`src/rtl/core/q4_q8_block_dot_product_assert.svh`:
```
// Assertion helpers used by the core RTL top module.
`ifndef Q4_Q8_BLOCK_DOT_PRODUCT_ASSERT_SVH
`define Q4_Q8_BLOCK_DOT_PRODUCT_ASSERT_SVH

// Same-cycle implication, checked out of reset.
`define QDP_ASSERT_NOW(lbl, clk, rst_n, ante, cons, msg) \
	lbl: assert property (@(posedge clk) disable iff (!rst_n) (ante) |-> (cons)) \
		else $error(msg);

// Next-cycle implication, checked out of reset.
`define QDP_ASSERT_NEXT(lbl, clk, rst_n, ante, cons, msg) \
	lbl: assert property (@(posedge clk) disable iff (!rst_n) (ante) |=> (cons)) \
		else $error(msg);

`endif

```
`src/rtl/core/qdp_pkg.sv`:
```
package qdp_pkg;

	localparam int BYTES_PER_ITEM_DEF = 8;
	localparam int MAX_LANES          = 8;
	localparam logic [4:0] CODE_BIAS  = 5'd8;
	localparam logic [31:0] FP32_DEFAULT_NAN = 32'hFFC0_0000;
	localparam logic [31:0] FP32_QUIET_BIT   = 32'h0040_0000;

	typedef enum logic [0:0] {
		FP_MUL = 1'b0,
		FP_ADD = 1'b1
	} fp_op_t;

	// fp16 bits to fp32 bits, exact (fp16 subnormals are fp32 normals)
	function automatic logic [31:0] fp16_to_fp32(input logic [15:0] h);
		logic       s;
		logic [4:0] e;
		logic [9:0] m;
		logic [3:0] pos;
		logic [31:0] r;
		s   = h[15];
		e   = h[14:10];
		m   = h[9:0];
		pos = 4'd0;
		r   = '0;
		if (e == 5'd0) begin
			if (m == 10'd0) begin
				r = {s, 31'd0};
			end else begin
				for (int i = 0; i < 10; i++) begin
					if (m[i]) pos = 4'(i);
				end
				r = {s, 8'(8'd103 + 8'(pos)), 23'(({13'd0, m} << (5'd23 - 5'(pos))))};
			end
		end else if (e == 5'd31) begin
			r = {s, 8'hFF, m, 13'd0};
		end else begin
			r = {s, 8'(8'(e) + 8'd112), m, 13'd0};
		end
		return r;
	endfunction

	// 17-bit signed integer to fp32 bits, exact
	function automatic logic [31:0] int17_to_fp32(input logic signed [16:0] v);
		logic        s;
		logic [16:0] mag;
		logic [4:0]  pos;
		logic [31:0] r;
		s   = v[16];
		mag = s ? 17'(-v) : 17'(v);
		pos = 5'd0;
		r   = '0;
		for (int i = 0; i < 17; i++) begin
			if (mag[i]) pos = 5'(i);
		end
		if (mag != 17'd0) begin
			r = {s, 8'(8'd127 + 8'(pos)), 23'(({6'd0, mag} << (5'd23 - pos)))};
		end
		return r;
	endfunction

endpackage

```
`src/rtl/core/qdp_lanes.sv`:
```
module qdp_lanes import qdp_pkg::*; #(
	parameter int BYTES_PER_ITEM = BYTES_PER_ITEM_DEF
) (
	input  logic               clk,
	input  logic               arst_n,
	input  logic               start,
	input  logic [63:0]        nibbles,
	input  logic [63:0]        act_lo,
	input  logic [63:0]        act_hi,
	output logic               done,
	output logic signed [16:0] part
);

	localparam int LANES = (BYTES_PER_ITEM > MAX_LANES) ? MAX_LANES : BYTES_PER_ITEM;

	logic signed [12:0] pair_d  [LANES];
	logic signed [12:0] pair_s1 [LANES];
	logic signed [16:0] part_d;
	logic signed [16:0] part_s2;
	logic               valid_s1;
	logic               valid_s2;

	// each lane: (lo code - 8) * lo act + (hi code - 8) * hi act
	always_comb begin
		for (int i = 0; i < LANES; i++) begin
			pair_d[i] = 13'(13'($signed(5'({1'b0, nibbles[8*i +: 4]}) - CODE_BIAS))
				* 13'($signed(act_lo[8*i +: 8])))
				+ 13'(13'($signed(5'({1'b0, nibbles[8*i+4 +: 4]}) - CODE_BIAS))
				* 13'($signed(act_hi[8*i +: 8])));
		end
	end

	always_ff @(posedge clk) begin
		for (int i = 0; i < LANES; i++) begin
			pair_s1[i] <= pair_d[i];
		end
	end

	// merge the lane results
	always_comb begin
		part_d = '0;
		for (int i = 0; i < LANES; i++) begin
			part_d = part_d + 17'(pair_s1[i]);
		end
	end

	always_ff @(posedge clk) begin
		part_s2 <= part_d;
	end

	always_ff @(posedge clk or negedge arst_n) begin
		if (!arst_n) begin
			valid_s1 <= 1'b0;
			valid_s2 <= 1'b0;
		end else begin
			valid_s1 <= start;
			valid_s2 <= valid_s1;
		end
	end

	assign done = valid_s2;
	assign part = part_s2;

endmodule

```
`src/rtl/core/qdp_fpu.sv`:
```
module qdp_fpu import qdp_pkg::*; (
	input  logic        clk,
	input  logic        arst_n,
	input  logic        start,
	input  fp_op_t      op,
	input  logic [31:0] a,
	input  logic [31:0] b,
	output logic        done,
	output logic [31:0] result
);

	logic        valid_s1;
	fp_op_t      op_s1;
	logic        spec_s1;
	logic [31:0] spec_val_s1;
	logic        sign_s1;
	logic signed [9:0] exp_s1;
	logic [47:0] mant_s1;

	logic        valid_s2;
	logic [31:0] res_s2;

	logic        spec_d;
	logic [31:0] spec_val_d;
	logic        sign_d;
	logic signed [9:0] exp_d;
	logic [47:0] mant_d;

	logic        sa, sb, nan_a, nan_b, inf_a, inf_b, zero_a, zero_b, a_big;
	logic [7:0]  ea, eb, e_big, e_sml, diff;
	logic [22:0] fa, fb;
	logic [23:0] m_big, m_sml;
	logic [55:0] wide;
	logic [26:0] big27, sml27;

	function automatic logic [31:0] round_pack(input logic s, input logic signed [9:0] e,
		input logic [23:0] m, input logic g, input logic st);
		logic [24:0] mr;
		logic signed [9:0] er;
		logic [31:0] r;
		mr = {1'b0, m} + 25'(g & (st | m[0]));
		er = e;
		if (mr[24]) begin
			mr = mr >> 1;
			er = er + 10'sd1;
		end
		if (er >= 10'sd255) r = {s, 8'hFF, 23'd0};
		else if (er <= 10'sd0) r = {s, 31'd0};
		else r = {s, er[7:0], mr[22:0]};
		return r;
	endfunction

	always_comb begin
		sa = a[31]; ea = a[30:23]; fa = a[22:0];
		sb = b[31]; eb = b[30:23]; fb = b[22:0];
		nan_a  = (ea == 8'hFF) && (fa != 23'd0);
		nan_b  = (eb == 8'hFF) && (fb != 23'd0);
		inf_a  = (ea == 8'hFF) && (fa == 23'd0);
		inf_b  = (eb == 8'hFF) && (fb == 23'd0);
		zero_a = (ea == 8'd0);
		zero_b = (eb == 8'd0);
		a_big  = a[30:0] >= b[30:0];
		e_big  = a_big ? ea : eb;
		e_sml  = a_big ? eb : ea;
		m_big  = a_big ? {1'b1, fa} : {1'b1, fb};
		m_sml  = a_big ? {1'b1, fb} : {1'b1, fa};
		diff   = e_big - e_sml;
		wide   = {m_sml, 32'd0} >> ((diff > 8'd31) ? 5'd31 : diff[4:0]);
		big27  = {m_big, 3'd0};
		sml27  = wide[55:29] | {26'd0, |wide[28:0]};
		spec_d     = 1'b1;
		spec_val_d = '0;
		sign_d     = 1'b0;
		exp_d      = '0;
		mant_d     = '0;
		case (op)
			FP_MUL: begin
				sign_d = sa ^ sb;
				if (nan_a) spec_val_d = a | FP32_QUIET_BIT;
				else if (nan_b) spec_val_d = b | FP32_QUIET_BIT;
				else if ((inf_a && zero_b) || (zero_a && inf_b)) spec_val_d = FP32_DEFAULT_NAN;
				else if (inf_a || inf_b) spec_val_d = {sa ^ sb, 8'hFF, 23'd0};
				else if (zero_a || zero_b) spec_val_d = {sa ^ sb, 31'd0};
				else begin
					spec_d = 1'b0;
					exp_d  = 10'($signed({2'b0, ea})) + 10'($signed({2'b0, eb})) - 10'sd127;
					mant_d = {24'd0, 1'b1, fa} * {24'd0, 1'b1, fb};
				end
			end
			FP_ADD: begin
				sign_d = a_big ? sa : sb;
				if (nan_a) spec_val_d = a | FP32_QUIET_BIT;
				else if (nan_b) spec_val_d = b | FP32_QUIET_BIT;
				else if (inf_a && inf_b && (sa != sb)) spec_val_d = FP32_DEFAULT_NAN;
				else if (inf_a) spec_val_d = a;
				else if (inf_b) spec_val_d = b;
				else if (zero_a && zero_b) spec_val_d = {sa & sb, 31'd0};
				else if (zero_a) spec_val_d = b;
				else if (zero_b) spec_val_d = a;
				else if ((a[30:0] == b[30:0]) && (sa != sb)) spec_val_d = 32'd0;
				else begin
					spec_d = 1'b0;
					exp_d  = 10'($signed({2'b0, e_big}));
					mant_d = (sa != sb) ? 48'({1'b0, big27} - {1'b0, sml27})
						: 48'({1'b0, big27} + {1'b0, sml27});
				end
			end
			default: begin
				spec_val_d = FP32_DEFAULT_NAN;
			end
		endcase
	end

	always_ff @(posedge clk) begin
		op_s1       <= op;
		spec_s1     <= spec_d;
		spec_val_s1 <= spec_val_d;
		sign_s1     <= sign_d;
		exp_s1      <= exp_d;
		mant_s1     <= mant_d;
	end

	logic [26:0] m27;
	logic [4:0]  pos;
	logic [4:0]  lz;
	logic signed [9:0] e2;
	logic [31:0] res_d;

	// normalize and round
	always_comb begin
		m27   = '0;
		pos   = '0;
		lz    = '0;
		e2    = exp_s1;
		res_d = spec_val_s1;
		case (op_s1)
			FP_MUL: begin
				if (mant_s1[47]) begin
					res_d = round_pack(sign_s1, exp_s1 + 10'sd1, mant_s1[47:24],
						mant_s1[23], |mant_s1[22:0]);
				end else begin
					res_d = round_pack(sign_s1, exp_s1, mant_s1[46:23],
						mant_s1[22], |mant_s1[21:0]);
				end
			end
			FP_ADD: begin
				if (mant_s1[27]) begin
					m27 = mant_s1[27:1] | {26'd0, mant_s1[0]};
					e2  = exp_s1 + 10'sd1;
				end else begin
					for (int i = 0; i < 27; i++) begin
						if (mant_s1[i]) pos = 5'(i);
					end
					lz  = 5'd26 - pos;
					m27 = mant_s1[26:0] << lz;
					e2  = exp_s1 - 10'($signed({5'd0, lz}));
				end
				res_d = round_pack(sign_s1, e2, m27[26:3], m27[2], |m27[1:0]);
			end
			default: begin
				res_d = FP32_DEFAULT_NAN;
			end
		endcase
		if (spec_s1) res_d = spec_val_s1;
	end

	always_ff @(posedge clk) begin
		res_s2 <= res_d;
	end

	always_ff @(posedge clk or negedge arst_n) begin
		if (!arst_n) begin
			valid_s1 <= 1'b0;
			valid_s2 <= 1'b0;
		end else begin
			valid_s1 <= start;
			valid_s2 <= valid_s1;
		end
	end

	assign done   = valid_s2;
	assign result = res_s2;

endmodule

```
`src/rtl/core/q4_q8_block_dot_product.sv`:
```
// Q4 x Q8 block dot product, one half-block (8 weight bytes) per input transfer.
// Input channel: in_valid / in_stall with the weight nibbles, both activation
// words, the two fp16 scales and last_of_row. Scales matter on second halves only.
// Output channel: out_valid / out_stall with sum_bits, the fp32 dot product,
// one transfer per last_of_row item.
// The eight lanes form nibble x activation products; a merge stage sums them.
// A first half passes the two lane/merge stages plus the control step.
// A second half passes the lanes, int-to-fp32, then two fp32 multiplies
// and one fp32 add on the shared two-stage float unit; a last_of_row item
// then loads the output register. in_stall is high while an item is
// in flight. The float unit sets the rate.
// Results sit in an output register; a stalled receiver holds it, and the block
// keeps taking items until a new result must be loaded into a full register.
// Reset clears the half index, block sum and running sum (+0.0).
module q4_q8_block_dot_product import qdp_pkg::*; #(
	parameter int BYTES_PER_ITEM = BYTES_PER_ITEM_DEF
) (
	input  logic        clk,
	input  logic        arst_n,
	input  logic        in_valid,
	output logic        in_stall,
	input  logic [63:0] packed_nibbles,
	input  logic [63:0] low_activations,
	input  logic [63:0] high_activations,
	input  logic [15:0] weight_scale,
	input  logic [15:0] activation_scale,
	input  logic        last_of_row,
	output logic        out_valid,
	input  logic        out_stall,
	output logic [31:0] sum_bits
);

	`include "q4_q8_block_dot_product_assert.svh"

	typedef enum logic [6:0] {
		ST_IDLE = 7'b0000001,
		ST_LANE = 7'b0000010,
		ST_CVT  = 7'b0000100,
		ST_MUL1 = 7'b0001000,
		ST_MUL2 = 7'b0010000,
		ST_ADD  = 7'b0100000,
		ST_EMIT = 7'b1000000
	} state_t;

	state_t             state_q;
	logic               half_q;
	logic signed [16:0] block_q;
	logic signed [16:0] sumi_q;
	logic [31:0]        run_q;
	logic [31:0]        tmp_q;
	logic [15:0]        wscale_q;
	logic [15:0]        ascale_q;
	logic               last_q;
	logic               start_q;
	logic               out_valid_q;
	logic [31:0]        out_data_q;

	logic               accept;
	logic               lane_done;
	logic signed [16:0] lane_part;
	logic               fpu_done;
	logic [31:0]        fpu_res;
	fp_op_t             fpu_op;
	logic [31:0]        fpu_a;
	logic [31:0]        fpu_b;
	logic               out_free;

	assign in_stall = (state_q != ST_IDLE);
	assign accept   = in_valid && !in_stall;
	assign out_free = !out_valid_q || !out_stall;

	qdp_lanes #(
		.BYTES_PER_ITEM(BYTES_PER_ITEM)
	) u_lanes (
		.clk    (clk),
		.arst_n (arst_n),
		.start  (accept),
		.nibbles(packed_nibbles),
		.act_lo (low_activations),
		.act_hi (high_activations),
		.done   (lane_done),
		.part   (lane_part)
	);

	always_comb begin
		fpu_op = FP_MUL;
		fpu_a  = tmp_q;
		fpu_b  = fp16_to_fp32(wscale_q);
		case (state_q)
			ST_MUL2: begin
				fpu_b = fp16_to_fp32(ascale_q);
			end
			ST_ADD: begin
				fpu_op = FP_ADD;
				fpu_a  = run_q;
				fpu_b  = tmp_q;
			end
			default: begin
			end
		endcase
	end

	qdp_fpu u_fpu (
		.clk   (clk),
		.arst_n(arst_n),
		.start (start_q),
		.op    (fpu_op),
		.a     (fpu_a),
		.b     (fpu_b),
		.done  (fpu_done),
		.result(fpu_res)
	);

	always_ff @(posedge clk) begin
		if (accept) begin
			wscale_q <= weight_scale;
			ascale_q <= activation_scale;
			last_q   <= last_of_row;
		end
		if (state_q == ST_LANE && lane_done) sumi_q <= block_q + lane_part;
		if (state_q == ST_CVT) tmp_q <= int17_to_fp32(sumi_q);
		if (fpu_done && (state_q == ST_MUL1 || state_q == ST_MUL2)) tmp_q <= fpu_res;
		if (state_q == ST_EMIT && out_free) out_data_q <= run_q;
	end

	always_ff @(posedge clk or negedge arst_n) begin
		if (!arst_n) begin
			state_q     <= ST_IDLE;
			half_q      <= 1'b0;
			block_q     <= '0;
			run_q       <= '0;
			start_q     <= 1'b0;
			out_valid_q <= 1'b0;
		end else begin
			// one-cycle kick of the float unit for each float step
			start_q <= (state_q == ST_CVT)
				|| (fpu_done && (state_q == ST_MUL1 || state_q == ST_MUL2));
			if (state_q == ST_EMIT && out_free) out_valid_q <= 1'b1;
			else if (!out_stall) out_valid_q <= 1'b0;
			case (state_q)
				ST_IDLE: begin
					if (accept) state_q <= ST_LANE;
				end
				ST_LANE: begin
					if (lane_done) begin
						if (half_q) begin
							half_q  <= 1'b0;
							block_q <= '0;
							state_q <= ST_CVT;
						end else if (last_q) begin
							// partial block dropped
							state_q <= ST_EMIT;
						end else begin
							block_q <= lane_part;
							half_q  <= 1'b1;
							state_q <= ST_IDLE;
						end
					end
				end
				ST_CVT: begin
					state_q <= ST_MUL1;
				end
				ST_MUL1: begin
					if (fpu_done) begin
						state_q <= ST_MUL2;
					end
				end
				ST_MUL2: begin
					if (fpu_done) begin
						state_q <= ST_ADD;
					end
				end
				ST_ADD: begin
					if (fpu_done) begin
						run_q   <= fpu_res;
						state_q <= last_q ? ST_EMIT : ST_IDLE;
					end
				end
				ST_EMIT: begin
					if (out_free) begin
						run_q   <= '0;
						state_q <= ST_IDLE;
					end
				end
				default: begin
					state_q <= ST_IDLE;
				end
			endcase
		end
	end

	assign out_valid = out_valid_q;
	assign sum_bits  = out_data_q;

	`QDP_ASSERT_NEXT(a_accept_to_lane, clk, arst_n, accept, state_q == ST_LANE, "accept did not start lanes")
	`QDP_ASSERT_NOW(a_block_clear, clk, arst_n, !half_q, block_q == '0, "block sum left over")
	`QDP_ASSERT_NOW(a_fpu_done_state, clk, arst_n, fpu_done, state_q == ST_MUL1 || state_q == ST_MUL2 || state_q == ST_ADD, "float result outside a float step")
	`QDP_ASSERT_NOW(a_lane_done_state, clk, arst_n, lane_done, state_q == ST_LANE, "lane result outside lane step")

endmodule

```
`config.mk`:
```
export PLATFORM = sky130hd
export DESIGN_NAME = q4_q8_block_dot_product
export DESIGN_NICKNAME = d
export VERILOG_FILES = /design/src/rtl/core/qdp_pkg.sv /design/src/rtl/core/qdp_lanes.sv /design/src/rtl/core/qdp_fpu.sv /design/src/rtl/core/q4_q8_block_dot_product.sv
export VERILOG_INCLUDE_DIRS = /design/src /design/src/rtl/core
export SDC_FILE = /design/constraint.sdc
export NUM_CORES = 2
export LEC_CHECK = 0
export ABC_CLOCK_PERIOD_IN_PS = 12700
export BUFFER_PORTS_ARGS = -buffer_cell sky130_fd_sc_hd__buf_4
export CAP_MARGIN = 10
export CORE_MARGIN = 4
export CORE_UTILIZATION = 30
export DETAILED_ROUTE_END_ITERATION = 8
export HOLD_SLACK_MARGIN = 0.12
export PLACE_DENSITY = 0.58
export SLEW_MARGIN = 15
export SYNTH_ARGS = -nofsm -noshare
export SYNTH_HDL_FRONTEND = slang
export SYNTH_SLANG_ARGS = --single-unit
export TNS_END_PERCENT = 30
```
`constraint.sdc`:
```
create_clock -name clk -period 12.7 [get_ports clk]
set_clock_uncertainty 0.2 [all_clocks]
set_input_delay 2.54 -clock clk [delete_from_list [all_inputs] [get_ports clk]]
set_output_delay 2.54 -clock clk [all_outputs]
set_load 0.005 [all_outputs]
```
# After elaboration in Yosys (flattened, before gate mapping)
# Memory sizes are Yosys's and may differ from the RTL's.
# Cells that the tools add are included.
# totals
reg_bits	319
mem_bits_rw	104
out_inout_bits	34
memories	1
# classes
n_addsub	54
multipliers	17
n_lt_le_gt_ge	8
eq_ne	22
shifts	5
n_mux	190
bitwise	12
reduce_logical	44
# mem_list
name	depth	width	read_ports	rd_clocked_by_memory_dff	write_ports	line_no	text
u_lanes.pair_s1	8	13	8	0	8	qdp_lanes.sv:17	logic signed [12:0] pair_s1 [LANES];
# op_table
operator	n
48-bit 2-to-1 mux	15
32-bit 2-to-1 mux	20
31-bit 2-to-1 mux	13
32-bit case mux with 2 select lines	4
10-bit 2-to-1 mux	23
5-bit by 8-bit multiplier with 13-bit output	16
5-bit 2-to-1 mux	30
4-bit 2-to-1 mux	29
23-bit 2-to-1 mux	5
13-bit adder	8
48-bit case mux with 2 select lines	1
17-bit by 13-bit adder with 17-bit output	5
4-bit by 4-bit subtractor with 5-bit output (second input constant)	16
24-bit by 25-bit adder with 25-bit output	3
1-bit by 25-bit AND with 25-bit output	3
7-bit 2-to-1 mux	8
56-bit by 5-bit right shift with 56-bit output	1
27-bit 2-to-1 mux	2
27-bit by 1-bit bitwise OR with 27-bit output	2
17-bit 2-to-1 mux	3
7-bit case mux with 7 select lines	1
24-bit by 24-bit multiplier with 48-bit output	1
23-bit logical NOT	2
23-bit nonzero test	2
other kinds (62)	139

# Logic depth before layout (Yosys ltp)
# logic_depth
depth_word	43
depth_mapped	60

# By module
# From an unflattened synthesis, not the netlist that was laid out.
# unflattened
cells_unflattened	8583
hier_area_um2	74795.5
# by_module_without_submodules
mod	n_inst	cells_each	area_per_inst_um2	seq_area_each_um2
qdp_fpu	1	4506	35869.4	2552.4
qdp_lanes	1	2971	28478.6	2472.4
q4_q8_block_dot_product	1	1106	10447.5	4901.0

# Worst setup path before layout
# OpenSTA, ideal clock, no wires.
# synth_timing
kind	register to register
startpoint	register state_q[3]
endpoint	register u_fpu.mant_s1[23]
setup_ns	0.122
arrival_ns	11.689
setup_slack_ns	0.689
stages_incl_launch_ff	57
n_path_buf	12
cell_sequence	dfrtp_1 clkbuf_1 nor3_2 nand2_1 clkinv_1 buf_2 buf_1 buf_1 mux2i_1 inv_1 clkbuf_1 ha_1 nor3_1 o31ai_1 a31oi_1 o41a_1 nor3_1 clkbuf_1 (+21 left out) o21ai_0 nand2b_1 a21oi_1 o21bai_1 a21oi_1 o21bai_1 a21oi_1 o21bai_1 a21oi_1 o21bai_1 a21oi_1 a221o_1 o31ai_1 xnor2_1 o22ai_1 nand2_1 o21ai_0 a221o_1
# synth_between
elab_chain_len	22
word_cells_on_any_way	59
cone_classes	add/sub (3); mul (1); order compare (2); eq/ne (6); shift (1); mux (24); bitwise (2); reduce/logical (20)
# synth_rtl
item	line_no	text
from (decl)	q4_q8_block_dot_product.sv:45	state_t state_q;
from (signal assigned)	q4_q8_block_dot_product.sv:176	state_q <= last_q ? ST_EMIT : ST_IDLE;
7-bit by 6-bit equality test with 1-bit output / 7-bit by 5-bit equality test with 1-bit output (equally long branches)	q4_q8_block_dot_product.sv:89	case (state_q)
32-bit case mux with 2 select lines / 32-bit 2-to-1 mux (equally long branches)	q4_q8_block_dot_product.sv:89	
31-bit >= comparator	qdp_fpu.sv:62	a_big = a[30:0] >= b[30:0];
8-bit 2-to-1 mux, on equally long branches	qdp_fpu.sv:63, qdp_fpu.sv:64	
8-bit subtractor	qdp_fpu.sv:67	diff = e_big - e_sml;
8-bit by 5-bit > comparator with 1-bit output	qdp_fpu.sv:68	wide = {m_sml, 32'd0} >> ((diff > 8'd31) ? 5'd31 : diff[4:0]);
5-bit 2-to-1 mux	qdp_fpu.sv:68	
56-bit by 5-bit right shift with 56-bit output	qdp_fpu.sv:68	
(+7 left out)	n/a	
48-bit 2-to-1 mux	qdp_fpu.sv:97	else if (zero_a && zero_b) spec_val_d = {sa & sb, 31'd0};
48-bit 2-to-1 mux	qdp_fpu.sv:96	else if (inf_b) spec_val_d = b;
48-bit 2-to-1 mux	qdp_fpu.sv:95	else if (inf_a) spec_val_d = a;
48-bit 2-to-1 mux	qdp_fpu.sv:94	else if (inf_a && inf_b && (sa != sb)) spec_val_d = FP32_DEFAULT_NAN;
48-bit 2-to-1 mux	qdp_fpu.sv:93	else if (nan_b) spec_val_d = b | FP32_QUIET_BIT;
48-bit 2-to-1 mux	qdp_fpu.sv:92	if (nan_a) spec_val_d = a | FP32_QUIET_BIT;
48-bit case mux with 2 select lines (*)	qdp_fpu.sv:76	case (op)
named net u_fpu.mant_d[23]	qdp_fpu.sv:27	logic [47:0] mant_d;
to (signal assigned)	qdp_fpu.sv:120	mant_s1 <= mant_d;
to (decl)	qdp_fpu.sv:18	logic [47:0] mant_s1;
# The timed path passes the listed nets; every way through them passes the cells marked *.
# A chain may end at the register's enable or synchronous reset.

# Worst setup path after layout
# layout_timing
startpoint	register wscale_q[4]
endpoint	register u_fpu.mant_s1[24]
# layout_between
elab_chain_len	33
word_cells_on_any_way	62
cone_classes	add/sub (5); mul (1); order compare (2); eq/ne (2); shift (2); mux (33); bitwise (1); reduce/logical (16)
# layout_rtl
item	line_no	text
from (decl)	q4_q8_block_dot_product.sv:51	logic [15:0] wscale_q;
from (signal assigned)	q4_q8_block_dot_product.sv:116	wscale_q <= weight_scale;
4-bit 2-to-1 mux (6 in a row)	qdp_pkg.sv:31	if (m[i]) pos = 4'(i);
4-bit 2-to-1 mux	qdp_pkg.sv:27	if (m == 10'd0) begin
4-bit 2-to-1 mux	qdp_pkg.sv:26	if (e == 5'd0) begin
5-bit by 4-bit subtractor with 5-bit output	qdp_pkg.sv:33	r = {s, 8'(8'd103 + 8'(pos)), 23'(({13'd0, m} << (5'd23 - 5'(pos))))};
10-bit by 5-bit left shift with 23-bit output	qdp_pkg.sv:33	
31-bit 2-to-1 mux	qdp_pkg.sv:27	
31-bit 2-to-1 mux (*)	qdp_pkg.sv:26	
32-bit case mux with 2 select lines (*)	q4_q8_block_dot_product.sv:89	
(+13 left out)	n/a	
48-bit 2-to-1 mux	qdp_fpu.sv:97	
48-bit 2-to-1 mux	qdp_fpu.sv:96	
48-bit 2-to-1 mux	qdp_fpu.sv:95	
48-bit 2-to-1 mux	qdp_fpu.sv:94	
48-bit 2-to-1 mux	qdp_fpu.sv:93	
48-bit 2-to-1 mux	qdp_fpu.sv:92	
48-bit case mux with 2 select lines (*)	qdp_fpu.sv:76	
named net u_fpu.mant_d[24]	qdp_fpu.sv:27	
# The timed path passes the listed nets; every way through them passes the cells marked *. The select of a mux whose other input is x is not followed.

==> impl_metrics.env <==
export IMPL_synthTopCellsByCount="1460 x inv_1, 1127 x fa_1, 995 x nand2_1, 610 x ha_1, 534 x nor2_1"
export IMPL_row_count=181
export IMPL_min_from="u_lanes.valid_s1"
export IMPL_slew_headroom_pct=18.84
export IMPL_drive_gt1_share_pct=8.542
export IMPL_die_x_um=503.4
export IMPL_io_buffers=262
export IMPL_h_tree_depth=2
export IMPL_dp_hpwl_um=215000
export IMPL_endpoint_kind="flop"
export IMPL_grt_first_pass_wirelength_um=398500
export IMPL_hold_violations=0
export IMPL_syn_nets=10490
export IMPL_setup_viol=0
export IMPL_rsz0062_at_grt="false"
export IMPL_cp_required_ps=13090
export IMPL_nets=10670
export IMPL_gp_congestion=0.9693
export IMPL_r2r_end="u_fpu.mant_s1[24]"
export IMPL_fin_crit_sh_pct=94.03
export IMPL_area_growth_pct=11.00
export IMPL_ys_seq_elements=423
export IMPL_die_h_um=503.4
export IMPL_cts_buffer_depth=3
export IMPL_crit_top_cell="buf_4"
export IMPL_whs_path_depth=0
export IMPL_synthTopCellsByArea="fa_1 31%, ha_1 10%, inv_1 7.4%"
export IMPL_placed_cell_area_um2=79980
export IMPL_pin_count=263
export IMPL_yosysWarnings=0
export IMPL_antenna_found_initial=26
export IMPL_grt_usage_pct=20.46
export IMPL_yosysTopAreaCell="fa_1"
export IMPL_overflow=0
export IMPL_cts_tree="done"
export IMPL_critPathKind="flop to flop"
export IMPL_crit_path_max_incr_delay_ps=760
export IMPL_rr_worst_depth=47
export IMPL_grt_max_degree=56
export IMPL_fmax_mhz=83.74
export IMPL_wirelength_um=259900
export IMPL_rrSetupSlack_ps=760
export IMPL_max_cap_violations=0
export IMPL_synth_edf_count=114
export IMPL_slew_violations=0
export IMPL_ys_flop_type="dfxtp_1"
export IMPL_min_to="u_lanes.done"
export IMPL_avgSynthCellArea_um2=8.637
export IMPL_worstSetupStartpointType="flop"
export IMPL_yosysMostFrequentCell="inv_1"
export IMPL_finalCriticalPeriod_ps=11940
export IMPL_first_global_vias=64660
export IMPL_cp_slowest_cell="or4_1"
export IMPL_crit_arrival_ps=12330
export IMPL_min_path_type="flop to flop"
export IMPL_start_util_pct=30.21
export IMPL_synth_seq_area_share_pct=13.48
export IMPL_r2r_start="wscale_q[4]"
export IMPL_hold_ws_ps=158.4
export IMPL_finalInstanceArea_um2=81720
export IMPL_cts_buffers_inserted=53
export IMPL_ys_async_sr_fraction_pct=14.89
export IMPL_clkTransAtPathRegs_ps=80
export IMPL_fin_setup_tns_ps=0
export IMPL_die_area_um2=253400
export IMPL_drc=0
export IMPL_detail_route_wl_per_cell_um=21.73
export IMPL_clockRootBuffer="clkbuf_16"
export IMPL_drtPass1Iterations=7
export IMPL_ys_types=108
export IMPL_tightest_slew_ps=1206
export IMPL_clock_sinks=423
export IMPL_syn_area_um2=73620
export IMPL_vias=61470
export IMPL_status="completed"
export IMPL_synthCells=8524
export IMPL_vias_per_cell=5.140
export IMPL_worst_path_max_fanout=23
export IMPL_yosysTopAreaCellShare_pct=30.65
export IMPL_core_area_um2=243700
export IMPL_clock_latency_ps=690
export IMPL_drt_iter0_drc=4487
export IMPL_drt_antenna_violating_nets=0
[stage by stage]
stage / instances / setup slack (ps) / utilization [%]
2_1_floorplan: 8524 / 689.4 / -
3_3_place_gp: 11850 / 833.0 / 32.82
3_5_place_dp: 11850 / 1053 / 32.82
4_1_cts: 11950 / 1025 / 33.51
5_1_grt: 11950 / 153.1 / 33.52
6_report: 11960 / 758.1 / 33.53
[sequential cells by signal, summed over array words and instances (netlist names), 17 cells and up]
| signal | count |
|---|---|
| run_q | 32 |
| u_fpu.spec_val_s1 | 32 |
| u_lanes.pair_s1 | 104 |
| u_lanes.part | 17 |
| sum_bits | 32 |
| u_fpu.result | 32 |
| sumi_q | 17 |
| tmp_q | 32 |
| u_fpu.mant_s1 | 48 |
| block_q | 17 |
[area by class of cell]
type	count	area, µm²
tap	3202	4006
clock buffer	74	1466
sequential	423	9926
antenna	13	32.53
multi-input combinational	6264	56890
inverter	1476	5540
fill	25480	162000
clock inverter	25	220.2
timing repair buffer	483	3638
[worst max-delay path by stage]
stage,cells past startpoint,end,slack (ps),startpoint
5_1_grt,45,u_fpu.mant_s1[24],150,wscale_q[4]
3_3_place_gp,47,u_fpu.mant_s1[24],830,wscale_q[4]
2_1_floorplan,56,u_fpu.mant_s1[23],690,state_q[3]
4_1_cts,49,u_fpu.mant_s1[24],1030,ascale_q[4]
3_5_place_dp,47,u_fpu.mant_s1[24],1050,wscale_q[4]
6_report,47,u_fpu.mant_s1[24],760,wscale_q[4]
[critical path, delay by kind of cell (launching register included)]
family / cells / cell delay, ps
AO/OA/AOI/OAI: 26 / 5820
XOR/XNOR: 1 / 110
adder cells (fa/ha/maj): 2 / 700
buffers and inverters: 5 / 1170
flip-flops: 1 / 540
multiplexers: 1 / 370
AND/OR/NAND/NOR: 12 / 2910
[metal layers]
| layer | routed length, µm | track usage, % | vias to the layer above | part of all wire [%] |
|---|---|---|---|---|
| met5 | 149 | 0 | - | 0.057 |
| met1 | 106000 | 25.85 | 30880 | 41 |
| met2 | 126400 | 35.56 | 2208 | 49 |
| met4 | 10230 | 6.848 | 22 | 3.9 |
| li1 | - | - | 27920 | - |
| met3 | 17100 | 3.142 | 438 | 6.6 |
[layout by cell type, fill, tap and decap left out, types with 80 or more instances in the layout]
master,count
o21bai_1,89
ha_1,609
xor2_1,101
o21ai_0,319
nand2_1,995
and2_1,376
nand3_1,106
buf_4,482
nor2b_1,82
dfxtp_1,246
nor2_1,532
inv_1,1460
o22ai_1,80
fa_1,1127
nor3_1,89
edfxtp_1,114
a21oi_1,397
xnor2_1,309
[logic make-up after synthesis]
logic type / synth area share [%]
DFF: 13.48
buffers and inverters: 9.448
xor gates and xnor gates: 4.878
muxes: 2.163
and+or+nand+nor: 16.20
adders and majority gates: 41.01
AOI/OAI and AO/OA: 12.82
[what timing repair did]
| action | 4_1_cts | 5_1_grt |
|---|---|---|
| endpoints found under the setup margin | 0 | 3 |
| hold buffers | 0 | 0 |
| hold endpoints to repair | 0 | 0 |
| resized for setup | 0 | 3 |
| buffers inserted | 0 | 0 |
Power is not shown: default switching activity piles up to over one toggle a cycle in this logic, so the estimate is an artifact.
